**config.mk**
```make
export PLATFORM = sky130hd
export DESIGN_NAME = int_to_decimal_ascii_top
export DESIGN_NICKNAME = d
export VERILOG_FILES = /design/src/rtl/itoa_pkg.sv /design/src/rtl/int_to_decimal_ascii_top.sv
export SDC_FILE = /design/constraint.sdc
export NUM_CORES = 1
export LEC_CHECK = 0
export ABC_AREA = 1
export BUFFER_PORTS_ARGS = -buffer_cell sky130_fd_sc_hd__buf_2
export CORE_ASPECT_RATIO = 0.75
export CORE_UTILIZATION = 30
export CTS_CLUSTER_DIAMETER = 100
export DETAILED_ROUTE_END_ITERATION = 8
export HOLD_SLACK_MARGIN = 0.03
export PLACE_DENSITY = 0.55
export SYNTH_ARGS = -nofsm -noshare
export SYNTH_HDL_FRONTEND = slang
export SYNTH_SLANG_ARGS = --single-unit
```
**constraint.sdc**
```tcl
create_clock -name clk_i -period 13.7 [get_ports clk_i]
set_input_delay 1.37 -clock clk_i [delete_from_list [all_inputs] [get_ports clk_i]]
set_output_delay 1.37 -clock clk_i [all_outputs]
set_load 0.005 [all_outputs]
```
**src/rtl/itoa_pkg.sv**
```systemverilog
package itoa_pkg;

  localparam int unsigned ValueWidth = 32;
  localparam int unsigned MagWidth   = ValueWidth;
  // decimal digits of 2**ValueWidth, log10(2) taken as 1233/4096
  localparam int unsigned NumDigits  = ((ValueWidth * 1233) >> 12) + 1;
  localparam int unsigned BcdWidth   = 4 * NumDigits;
  localparam int unsigned CharWidth  = 8;
  localparam int unsigned CntWidth   = $clog2(NumDigits + 1);
  // double dabble work is split over this many pipeline stages
  localparam int unsigned NumStages  = 4;
  localparam int unsigned BitsPerStage = (MagWidth + NumStages - 1) / NumStages;

  localparam logic [CharWidth-1:0] CharZero  = 8'd48;
  localparam logic [CharWidth-1:0] CharMinus = 8'd45;

  typedef struct packed {
    logic                 neg;
    logic [MagWidth-1:0]  mag;
    logic [BcdWidth-1:0]  bcd;
  } dd_stage_t;

  // one shift-add-3 step of double dabble
  function automatic logic [BcdWidth+MagWidth-1:0] dd_step(
    input logic [BcdWidth+MagWidth-1:0] w
  );
    logic [BcdWidth+MagWidth-1:0] r;
    r = w;
    for (int d = 0; d < NumDigits; d++) begin
      if (r[MagWidth+4*d +: 4] >= 4'd5) begin
        r[MagWidth+4*d +: 4] = r[MagWidth+4*d +: 4] + 4'd3;
      end
    end
    return {r[BcdWidth+MagWidth-2:0], 1'b0};
  endfunction

endpackage

```
**src/rtl/int_to_decimal_ascii_top.sv**
```systemverilog
// int_to_decimal_ascii_top
// Converts a signed 32-bit integer into its decimal ASCII text.
// Input channel: value_i with valid_i/ready_o, one integer per beat.
// Output channel: ascii_char_o and last_o with valid_o/ready_i, one
// character per beat, most significant first, '-' ahead of a negative
// number, no leading zeros, last_o high on the final character.
// Path: an integer passes a sign stage and four binary-to-bcd stages
// (8 bits each), then sits in the emit register, from which its first
// character is shown on the output.
// Throughput: the emit register sends one character per cycle while ready_i
// is high; that register sets the rate. The front pipeline accepts
// a new integer every cycle while it has room.
// Reset clears all valid bits; no payload is held across reset.
// When the receiver stalls, the current character holds and the pipeline
// fills up and then drops ready_o; nothing is lost or repeated.
module int_to_decimal_ascii_top (
  input  logic                            clk_i,
  input  logic                            rst_ni,
  input  logic                            valid_i,
  output logic                            ready_o,
  input  logic [itoa_pkg::ValueWidth-1:0] value_i,
  output logic                            valid_o,
  input  logic                            ready_i,
  output logic [itoa_pkg::CharWidth-1:0]  ascii_char_o,
  output logic                            last_o
);
  import itoa_pkg::*;

  dd_stage_t st_q  [NumStages+1];
  dd_stage_t st_d  [NumStages+1];
  logic      vld_q [NumStages+1];
  logic      adv   [NumStages+1];

  // emit register
  logic                 e_vld_q, e_vld_d;
  logic                 e_neg_q, e_neg_d;
  logic [BcdWidth-1:0]  e_bcd_q, e_bcd_d;
  logic [CntWidth-1:0]  e_cnt_q, e_cnt_d;   // digits still to send
  logic                 e_load;
  logic                 out_fire;
  logic                 e_done;
  logic [CntWidth-1:0]  nz_cnt;
  logic [CntWidth-1:0]  cnt_m1;

  assign out_fire = e_vld_q && ready_i;
  // item finishes when no sign is pending and only one digit remains
  assign e_done   = out_fire && !e_neg_q && (e_cnt_q == CntWidth'(1));
  assign e_load   = vld_q[NumStages] && (!e_vld_q || e_done);

  // stage 0 takes the input, stage k applies BitsPerStage dabble steps
  always_comb begin
    adv[NumStages] = e_load;
    for (int s = NumStages - 1; s >= 0; s--) begin
      adv[s] = vld_q[s] && (!vld_q[s+1] || adv[s+1]);
    end
  end
  assign ready_o = !vld_q[0] || adv[0];

  always_comb begin
    logic [BcdWidth+MagWidth-1:0] w;
    st_d[0].neg = value_i[ValueWidth-1];
    st_d[0].mag = value_i[ValueWidth-1] ? (~value_i + MagWidth'(1)) : value_i;
    st_d[0].bcd = '0;
    for (int s = 1; s <= NumStages; s++) begin
      w = {st_q[s-1].bcd, st_q[s-1].mag};
      for (int b = 0; b < BitsPerStage; b++) begin
        if ((s - 1) * BitsPerStage + b < MagWidth) begin
          w = dd_step(w);
        end
      end
      st_d[s].neg = st_q[s-1].neg;
      st_d[s].mag = w[MagWidth-1:0];
      st_d[s].bcd = w[BcdWidth+MagWidth-1:MagWidth];
    end
  end

  always_ff @(posedge clk_i or negedge rst_ni) begin
    if (!rst_ni) begin
      for (int s = 0; s <= NumStages; s++) begin
        vld_q[s] <= 1'b0;
      end
    end else begin
      if (ready_o) begin
        vld_q[0] <= valid_i;
      end
      for (int s = 1; s <= NumStages; s++) begin
        if (!vld_q[s] || adv[s]) begin
          vld_q[s] <= adv[s-1];
        end
      end
    end
  end

  always_ff @(posedge clk_i) begin
    if (ready_o && valid_i) begin
      st_q[0] <= st_d[0];
    end
    for (int s = 1; s <= NumStages; s++) begin
      if (adv[s-1] && (!vld_q[s] || adv[s])) begin
        st_q[s] <= st_d[s];
      end
    end
  end

  // count significant digits, at least one
  always_comb begin
    nz_cnt = CntWidth'(1);
    for (int d = 1; d < NumDigits; d++) begin
      if (st_q[NumStages].bcd[4*d +: 4] != 4'd0) begin
        nz_cnt = CntWidth'(d + 1);
      end
    end
  end

  assign cnt_m1 = e_cnt_q - CntWidth'(1);

  always_comb begin
    e_vld_d = e_vld_q;
    e_neg_d = e_neg_q;
    e_bcd_d = e_bcd_q;
    e_cnt_d = e_cnt_q;
    if (e_load) begin
      e_vld_d = 1'b1;
      e_neg_d = st_q[NumStages].neg;
      e_bcd_d = st_q[NumStages].bcd;
      e_cnt_d = nz_cnt;
    end else if (e_done) begin
      e_vld_d = 1'b0;
    end else if (out_fire) begin
      if (e_neg_q) begin
        e_neg_d = 1'b0;
      end else begin
        e_cnt_d = cnt_m1;
      end
    end
  end

  always_ff @(posedge clk_i or negedge rst_ni) begin
    if (!rst_ni) begin
      e_vld_q <= 1'b0;
      e_neg_q <= 1'b0;
      e_cnt_q <= '0;
    end else begin
      e_vld_q <= e_vld_d;
      e_neg_q <= e_neg_d;
      e_cnt_q <= e_cnt_d;
    end
  end

  always_ff @(posedge clk_i) begin
    e_bcd_q <= e_bcd_d;
  end

  assign valid_o      = e_vld_q;
  assign ascii_char_o = e_neg_q ? CharMinus
                                : (CharZero | {4'd0, e_bcd_q[4*cnt_m1[CntWidth-1:0] +: 4]});
  assign last_o       = !e_neg_q && (e_cnt_q == CntWidth'(1));

  a_cnt_range: assert property (@(posedge clk_i) disable iff (!rst_ni)
    e_vld_q |-> (e_cnt_q != '0) && (e_cnt_q <= CntWidth'(NumDigits)))
    else $error("digit count out of range");
  a_hold_stall: assert property (@(posedge clk_i) disable iff (!rst_ni)
    e_vld_q && !ready_i |=> e_vld_q && $stable(e_cnt_q) && $stable(e_neg_q))
    else $error("emit state moved during stall");
  a_sign_first: assert property (@(posedge clk_i) disable iff (!rst_ni)
    e_vld_q && e_neg_q |-> !last_o)
    else $error("sign flagged as last");
  a_digit_ok: assert property (@(posedge clk_i) disable iff (!rst_ni)
    valid_o && !e_neg_q |-> ascii_char_o <= 8'd57)
    else $error("bad digit");

endmodule

```
==> impl_metrics.json, run 1 <==
{
  "hold_class": "reg -> reg",
  "die_y_microns": 249.1,
  "cts_resized": 0,
  "syn-mean-instance-area_sq_um": 7.123,
  "antenna_found_initial": 0,
  "clock_skew_ns": 0.02462,
  "hold_path_depth": 0,
  "final-setup-viol-count": 0,
  "use_met2_pct": 16.17,
  "firstDrtPassIters": 5,
  "final_nets": 3676,
  "min_period_ns": 5.773,
  "core_area_sq_um": 80510,
  "cap_violations": 0,
  "ff2ff_path_depth": 37,
  "drive_gt1_share_pct": 17.15,
  "clkSinkCount": 238,
  "cp-endpoint": "st_q[0][163]",
  "crit_start": "st_q[0][77]",
  "r2r_setup_slack_ns": 7.93,
  "tns_ns": 0,
  "synth.distinct_cells": 48,
  "grt_max_degree": 47,
  "antenna_cells": 0,
  "grt_use_met3_pct": 1.347,
  "die_area_sq_um": 82590,
  "clk_pin_slew_worst_paths_ns": 0.06,
  "final_cell_mix": "nand2_1 (1,073), inv_1 (553), nand3_1 (302)",
  "crit_arrival_ns": 6.08,
  "hp-start": "st_q[0][135]",
  "synth_seq_cells": 238,
  "cts_hold_buf": 0,
  "finalCritPeriodShare_pct": 42.14,
  "status": "complete, no violations",
  "vias": 20320,
  "cpMostUsedCell": "inv_1",
  "port_buffers": 43,
  "clockBufferDepth": 3,
  "required_ns": 14.01,
  "slowest_delay_ns": 0.43,
  "maxSlewHeadroom_pct": 28.66,
  "slowest_stage": "edfxtp_1",
  "cts_buffers": 28,
  "dp_hpwl_mm": 35.51,
  "cp-end-kind": "flop",
  "dp_cells": 4528,
  "start_kind": "flop",
  "postRouteAntennaNets": 0,
  "path_max_fanout": 6,
  "max_freq_ghz": 0.1732,
  "grt_pass1_vias": 18530,
  "cts-root-buf": "clkbuf_16",
  "start_util_pct": 30.34,
  "drv_slew": 0,
  "globalRouteTotalUtil_pct": 10.85,
  "ys_top_cells_by_area": "edfxtp_1 (28%), nand2_1 (16%), inv_1 (8.5%)",
  "die_w_microns": 331.5,
  "viasPerCell": 4.436,
  "cts_setup_buffers": 0,
  "num_rows": 90,
  "htree_levels": 1,
  "instances_no_fill": 4580,
  "worstSkewPairLatency_ns": 0.58,
  "synth_area_sq_um": 24430,
  "grtUsageMet1_pct": 16.57,
  "yosysTopAreaCell": "edfxtp_1",
  "area_growth_pct": 10.18,
  "rr_startpoint": "st_q[0][77]",
  "drc": 0,
  "netlist.area_leader.share_pct": 27.90,
  "wl_per_cell_microns": 9.581,
  "syn_inst": 3430,
  "gr-max-usage-layer": "met1",
  "rsz0062_at_grt": "no",
  "overflow": 0,
  "wirelength_mm": 43.88,
  "cts_tree": "yes",
  "num_io_pins": 47,
  "drt-initial-drc-count": 922,
  "yosysSeqAreaShare_pct": 29.03,
  "fill_cells": 8419,
  "grt_pass1_wl_mm": 80.58,
  "gp_congestion": 0.7604,
  "synth_warnings": 0,
  "worstMarginPinSlew_ns": 1.070,
  "hold_viol": 0,
  "final_common_cell": "nand2_1",
  "path_class": "reg -> reg",
  "rr_endpoint": "st_q[0][163]"
}
==> kinds of logic (layout without fill, tap and decap cells) <==
| logic type | Yosys count | count (layout) | synth area share, % |
|---|---|---|---|
| fa+ha+maj | 140 | 140 | 7.170 |
| xor+xnor | 117 | 117 | 4.717 |
| mux | 1 | 1 | 0.04097 |
| compound gates | 288 | 288 | 7.564 |
| other cells | 2 | 3 | 0.03074 |
| simple gates | 2048 | 2048 | 42.25 |
| flops | 238 | 238 | 29.03 |
| buf+inv | 596 | 687 | 9.203 |
==> layer usage <==
metal | vias to the layer above | share of wire, % | wire (microns)
met5 | - | 0 | 0
met1 | 8706 | 58 | 25460
li1 | 11410 | - | -
met3 | 39 | 3.0 | 1306
met2 | 164 | 37 | 16390
met4 | 0 | 1.7 | 730
==> cell type report <==
type                    instances  area, sq um  share of cell area, %
well taps                    1058         1324                  4.918
inverters                     586         2200                  8.171
multi-input cells            2597        15120                  56.16
clock buffers                  39        772.0                  2.868
flip-flops and latches        238         7092                  26.35
repair buffers                 49        260.3                 0.9668
clock inverters                13        153.9                 0.5717
==> state kept, by name, indices dropped and copies added, names as in the netlist <==
| name | cells |
|---|---|
| vld_q | 5 |
| e_bcd_q | 40 |
| valid_o | 1 |
| e_cnt_q | 4 |
| e_neg_q | 1 |
| st_q | 187 |
==> synth_stat cells, drive strengths merged <==
cell	number
a22oi	1
xnor2	23
nor4	13
o221ai	5
nand4	129
conb	2
or4	1
nor2	71
nand2	1325
edfxtp	227
nor3b	2
o21bai	4
dfrtp	11
nor3	11
or2	7
nand3	429
a21o	29
xor2	94
buf	3
o21a	3
a31o	13
mux2i	1
a21boi	3
nand3b	20
a32o	1
o21ai	160
ha	140
a21oi	47
clkinv	7
o22ai	11
inv	579
a31oi	2
and2	40
clkbuf	7
o211ai	9
==> per-stage QoR <==
stage	utilization, %	hold slack [ns]	worst slack, ns	cell area (sq um)
after global routing	33.43	0.4195	7.044	26920
after CTS	33.43	0.4122	7.901	26920
after detailed placement	32.28	0.4045	7.932	25990
final	33.43	0.4129	7.927	26920
after global placement	32.28	0.4004	8.030	25990
after floorplan	-	0.4003	8.400	24430
==> worst min path at each step <==
| stage | to | slack, ns |
|---|---|---|
| after CTS | st_q[0][136] | 0.41 |
| after detailed placement | e_bcd_q[2] | 0.40 |
| after global routing | st_q[0][128] | 0.42 |
| after global placement | st_q[0][138] | 0.40 |
| final | st_q[0][216] | 0.41 |
| after floorplan | e_bcd_q[0] | 0.40 |
==> worst max-delay path: cells and delay by family (launching register included) <==
kind,cells,cell delay [ns]
AO/OA/AOI/OAI,5,0.93
XOR/XNOR,2,0.34
adder cells (fa/ha/maj),6,1.24
buffers and inverters,7,0.58
flip-flops,1,0.43
AND/OR/NAND/NOR,17,1.99
Power of run 1 is not shown: default switching activity piles up to over one toggle a cycle in this logic, so the estimate is an artifact.
==> run 2, diff against run 1 <==
PLACE_DENSITY = 0.57   (was 0.55)
clock period = 5.2 ns   (was 13.7 ns; I/O delays follow)
==> run 2 against run 1 <==
  * Die area unchanged
  * Fmax up 15%
  * Clock skew decreased by 0.0045 ns
  * Final cell count increased by 9.2%
  * Setup slack lost 7.7 ns
  * Non-clock buffer count increased by 422
  * Register-to-register slack got worse by 7.7 ns
  * Via count grew 12%
  * Flip-flop and latch count is the same
  * Critical endpoint is now st_q[0][314]
==> impl_metrics.json, run 2 (same netlist as run 1, synthesis figures left out) <==
{
  "maxSlewHeadroom_pct": 31.67,
  "num_rows": 90,
  "clkSinkCount": 238,
  "grt_max_degree": 42,
  "r2r_setup_slack_ns": 0.19,
  "crit_arrival_ns": 5.33,
  "die_y_microns": 249.1,
  "final_nets": 4097,
  "ff2ff_path_depth": 44,
  "cp-end-kind": "flop",
  "port_buffers": 43,
  "instances_no_fill": 5000,
  "overflow": 0,
  "final_cell_mix": "nand2_1 (800), inv_1 (464), buf_4 (401)",
  "status": "complete, no violations",
  "area_growth_pct": 39.39,
  "die_w_microns": 331.5,
  "largest_reg_flops": 187,
  "drt-initial-drc-count": 915,
  "fin_util_pct": 42.30,
  "cts-root-buf": "clkbuf_16",
  "hold_path_depth": 1,
  "path_class": "reg -> reg",
  "num_io_pins": 47,
  "viasPerCell": 4.547,
  "hold_class": "in -> reg",
  "dp_hpwl_mm": 37.04,
  "drc": 0,
  "min_period_ns": 5.010,
  "firstDrtPassIters": 5,
  "clock_skew_ns": 0.02015,
  "crit_start": "st_q[0][239]",
  "top_regs": "st_q x187, e_bcd_q x40, vld_q x5",
  "finalCritPeriodShare_pct": 96.35,
  "min_to": "st_q[0][40]",
  "htree_levels": 1,
  "start_kind": "flop",
  "max_freq_ghz": 0.1996,
  "rsz0062_at_grt": "yes",
  "postRouteAntennaNets": 0,
  "drv_slew": 0,
  "path_max_fanout": 5,
  "hp-start": "value_i[0]",
  "finish.instance_area_sq_um": 34050,
  "antenna_found_initial": 0,
  "largest_register": "st_q",
  "slowest_stage": "edfxtp_1",
  "worstSkewPairLatency_ns": 0.57,
  "start_util_pct": 30.34,
  "cts_tree": "yes",
  "final-setup-viol-count": 0,
  "globalRouteTotalUtil_pct": 11.25,
  "vias": 22740,
  "grt_pass1_wl_mm": 83.94,
  "worst-path-buf-inv": 6,
  "core_area_sq_um": 80510,
  "drive_gt1_share_pct": 41.96,
  "clockBufferDepth": 3,
  "antenna_cells": 0,
  "cap_violations": 0,
  "fill_cells": 7815,
  "wl_per_cell_microns": 10.69,
  "required_ns": 5.52,
  "worstMarginPinSlew_ns": 1.025,
  "rr_startpoint": "st_q[0][239]",
  "cts_buffers": 27,
  "rr_endpoint": "st_q[0][314]",
  "die_area_sq_um": 82590,
  "clk_pin_slew_worst_paths_ns": 0.06,
  "wirelength_mm": 53.47,
  "critPathTopFamily": "simple AND/OR/NAND/NOR gates",
  "final_common_cell": "nand2_1",
  "dp_cells": 4757,
  "hold_viol": 0,
  "gp_congestion": 0.7981,
  "grt_pass1_vias": 19560,
  "slowest_delay_ns": 0.43,
  "placed_cell_area_sq_um": 27730
}
run 2: through the flow:
stage	setup slack (ns)	hold slack, ns	TNS, ns
CTS	0.00005373	0.1127	0
detailed placement	-0.2768	0.4045	-5.002
global placement	-0.1732	0.4004	-2.134
floorplan	0.0008002	0.2244	0
finish	0.1898	0.1572	0
global route	-0.1766	0.1365	-7.590
run 2: final cells by class:
type	count	area, sq um	share of cell area (%)
Clock buffer	28	689.4	2.024
Tap cell	1058	1324	3.887
Sequential cell	238	7092	20.83
Multi-Input combinational cell	2597	18980	55.73
Inverter	586	2202	6.467
Timing Repair Buffer	471	3528	10.36
Clock inverter	22	239.0	0.7018
run 2: repair_timing:
item	CTS	global route
pin swaps	46	419
buffers inserted	40	152
gates cloned	0	0
gates resized for setup	76	898
hold buffers	1	0
endpoints found under the setup margin	55	80
endpoints found under the hold margin	11	0
run 2: worst max path at each step:
stage	depth (start not counted)	slack (ns)	endpoint
6_report	44	0.19	st_q[0][314]
5_1_grt	43	-0.18	st_q[0][152]
4_1_cts	43	0.00005	st_q[0][309]
3_5_place_dp	35	-0.28	st_q[0][163]
3_3_place_gp	35	-0.17	st_q[0][163]
2_1_floorplan	42	0.0008	st_q[0][321]
run 2: layer usage:
layer / track usage [%] / wire length [microns] / up-vias
li1: - / - / 12270
met1: 16.46 / 26610 / 10240
met2: 17.63 / 24640 / 181
met3: 1.549 / 1477 / 48
met4: 2.033 / 745 / 0
met5: 0 / 0 / -
Power of run 2 is left out for the same reason.
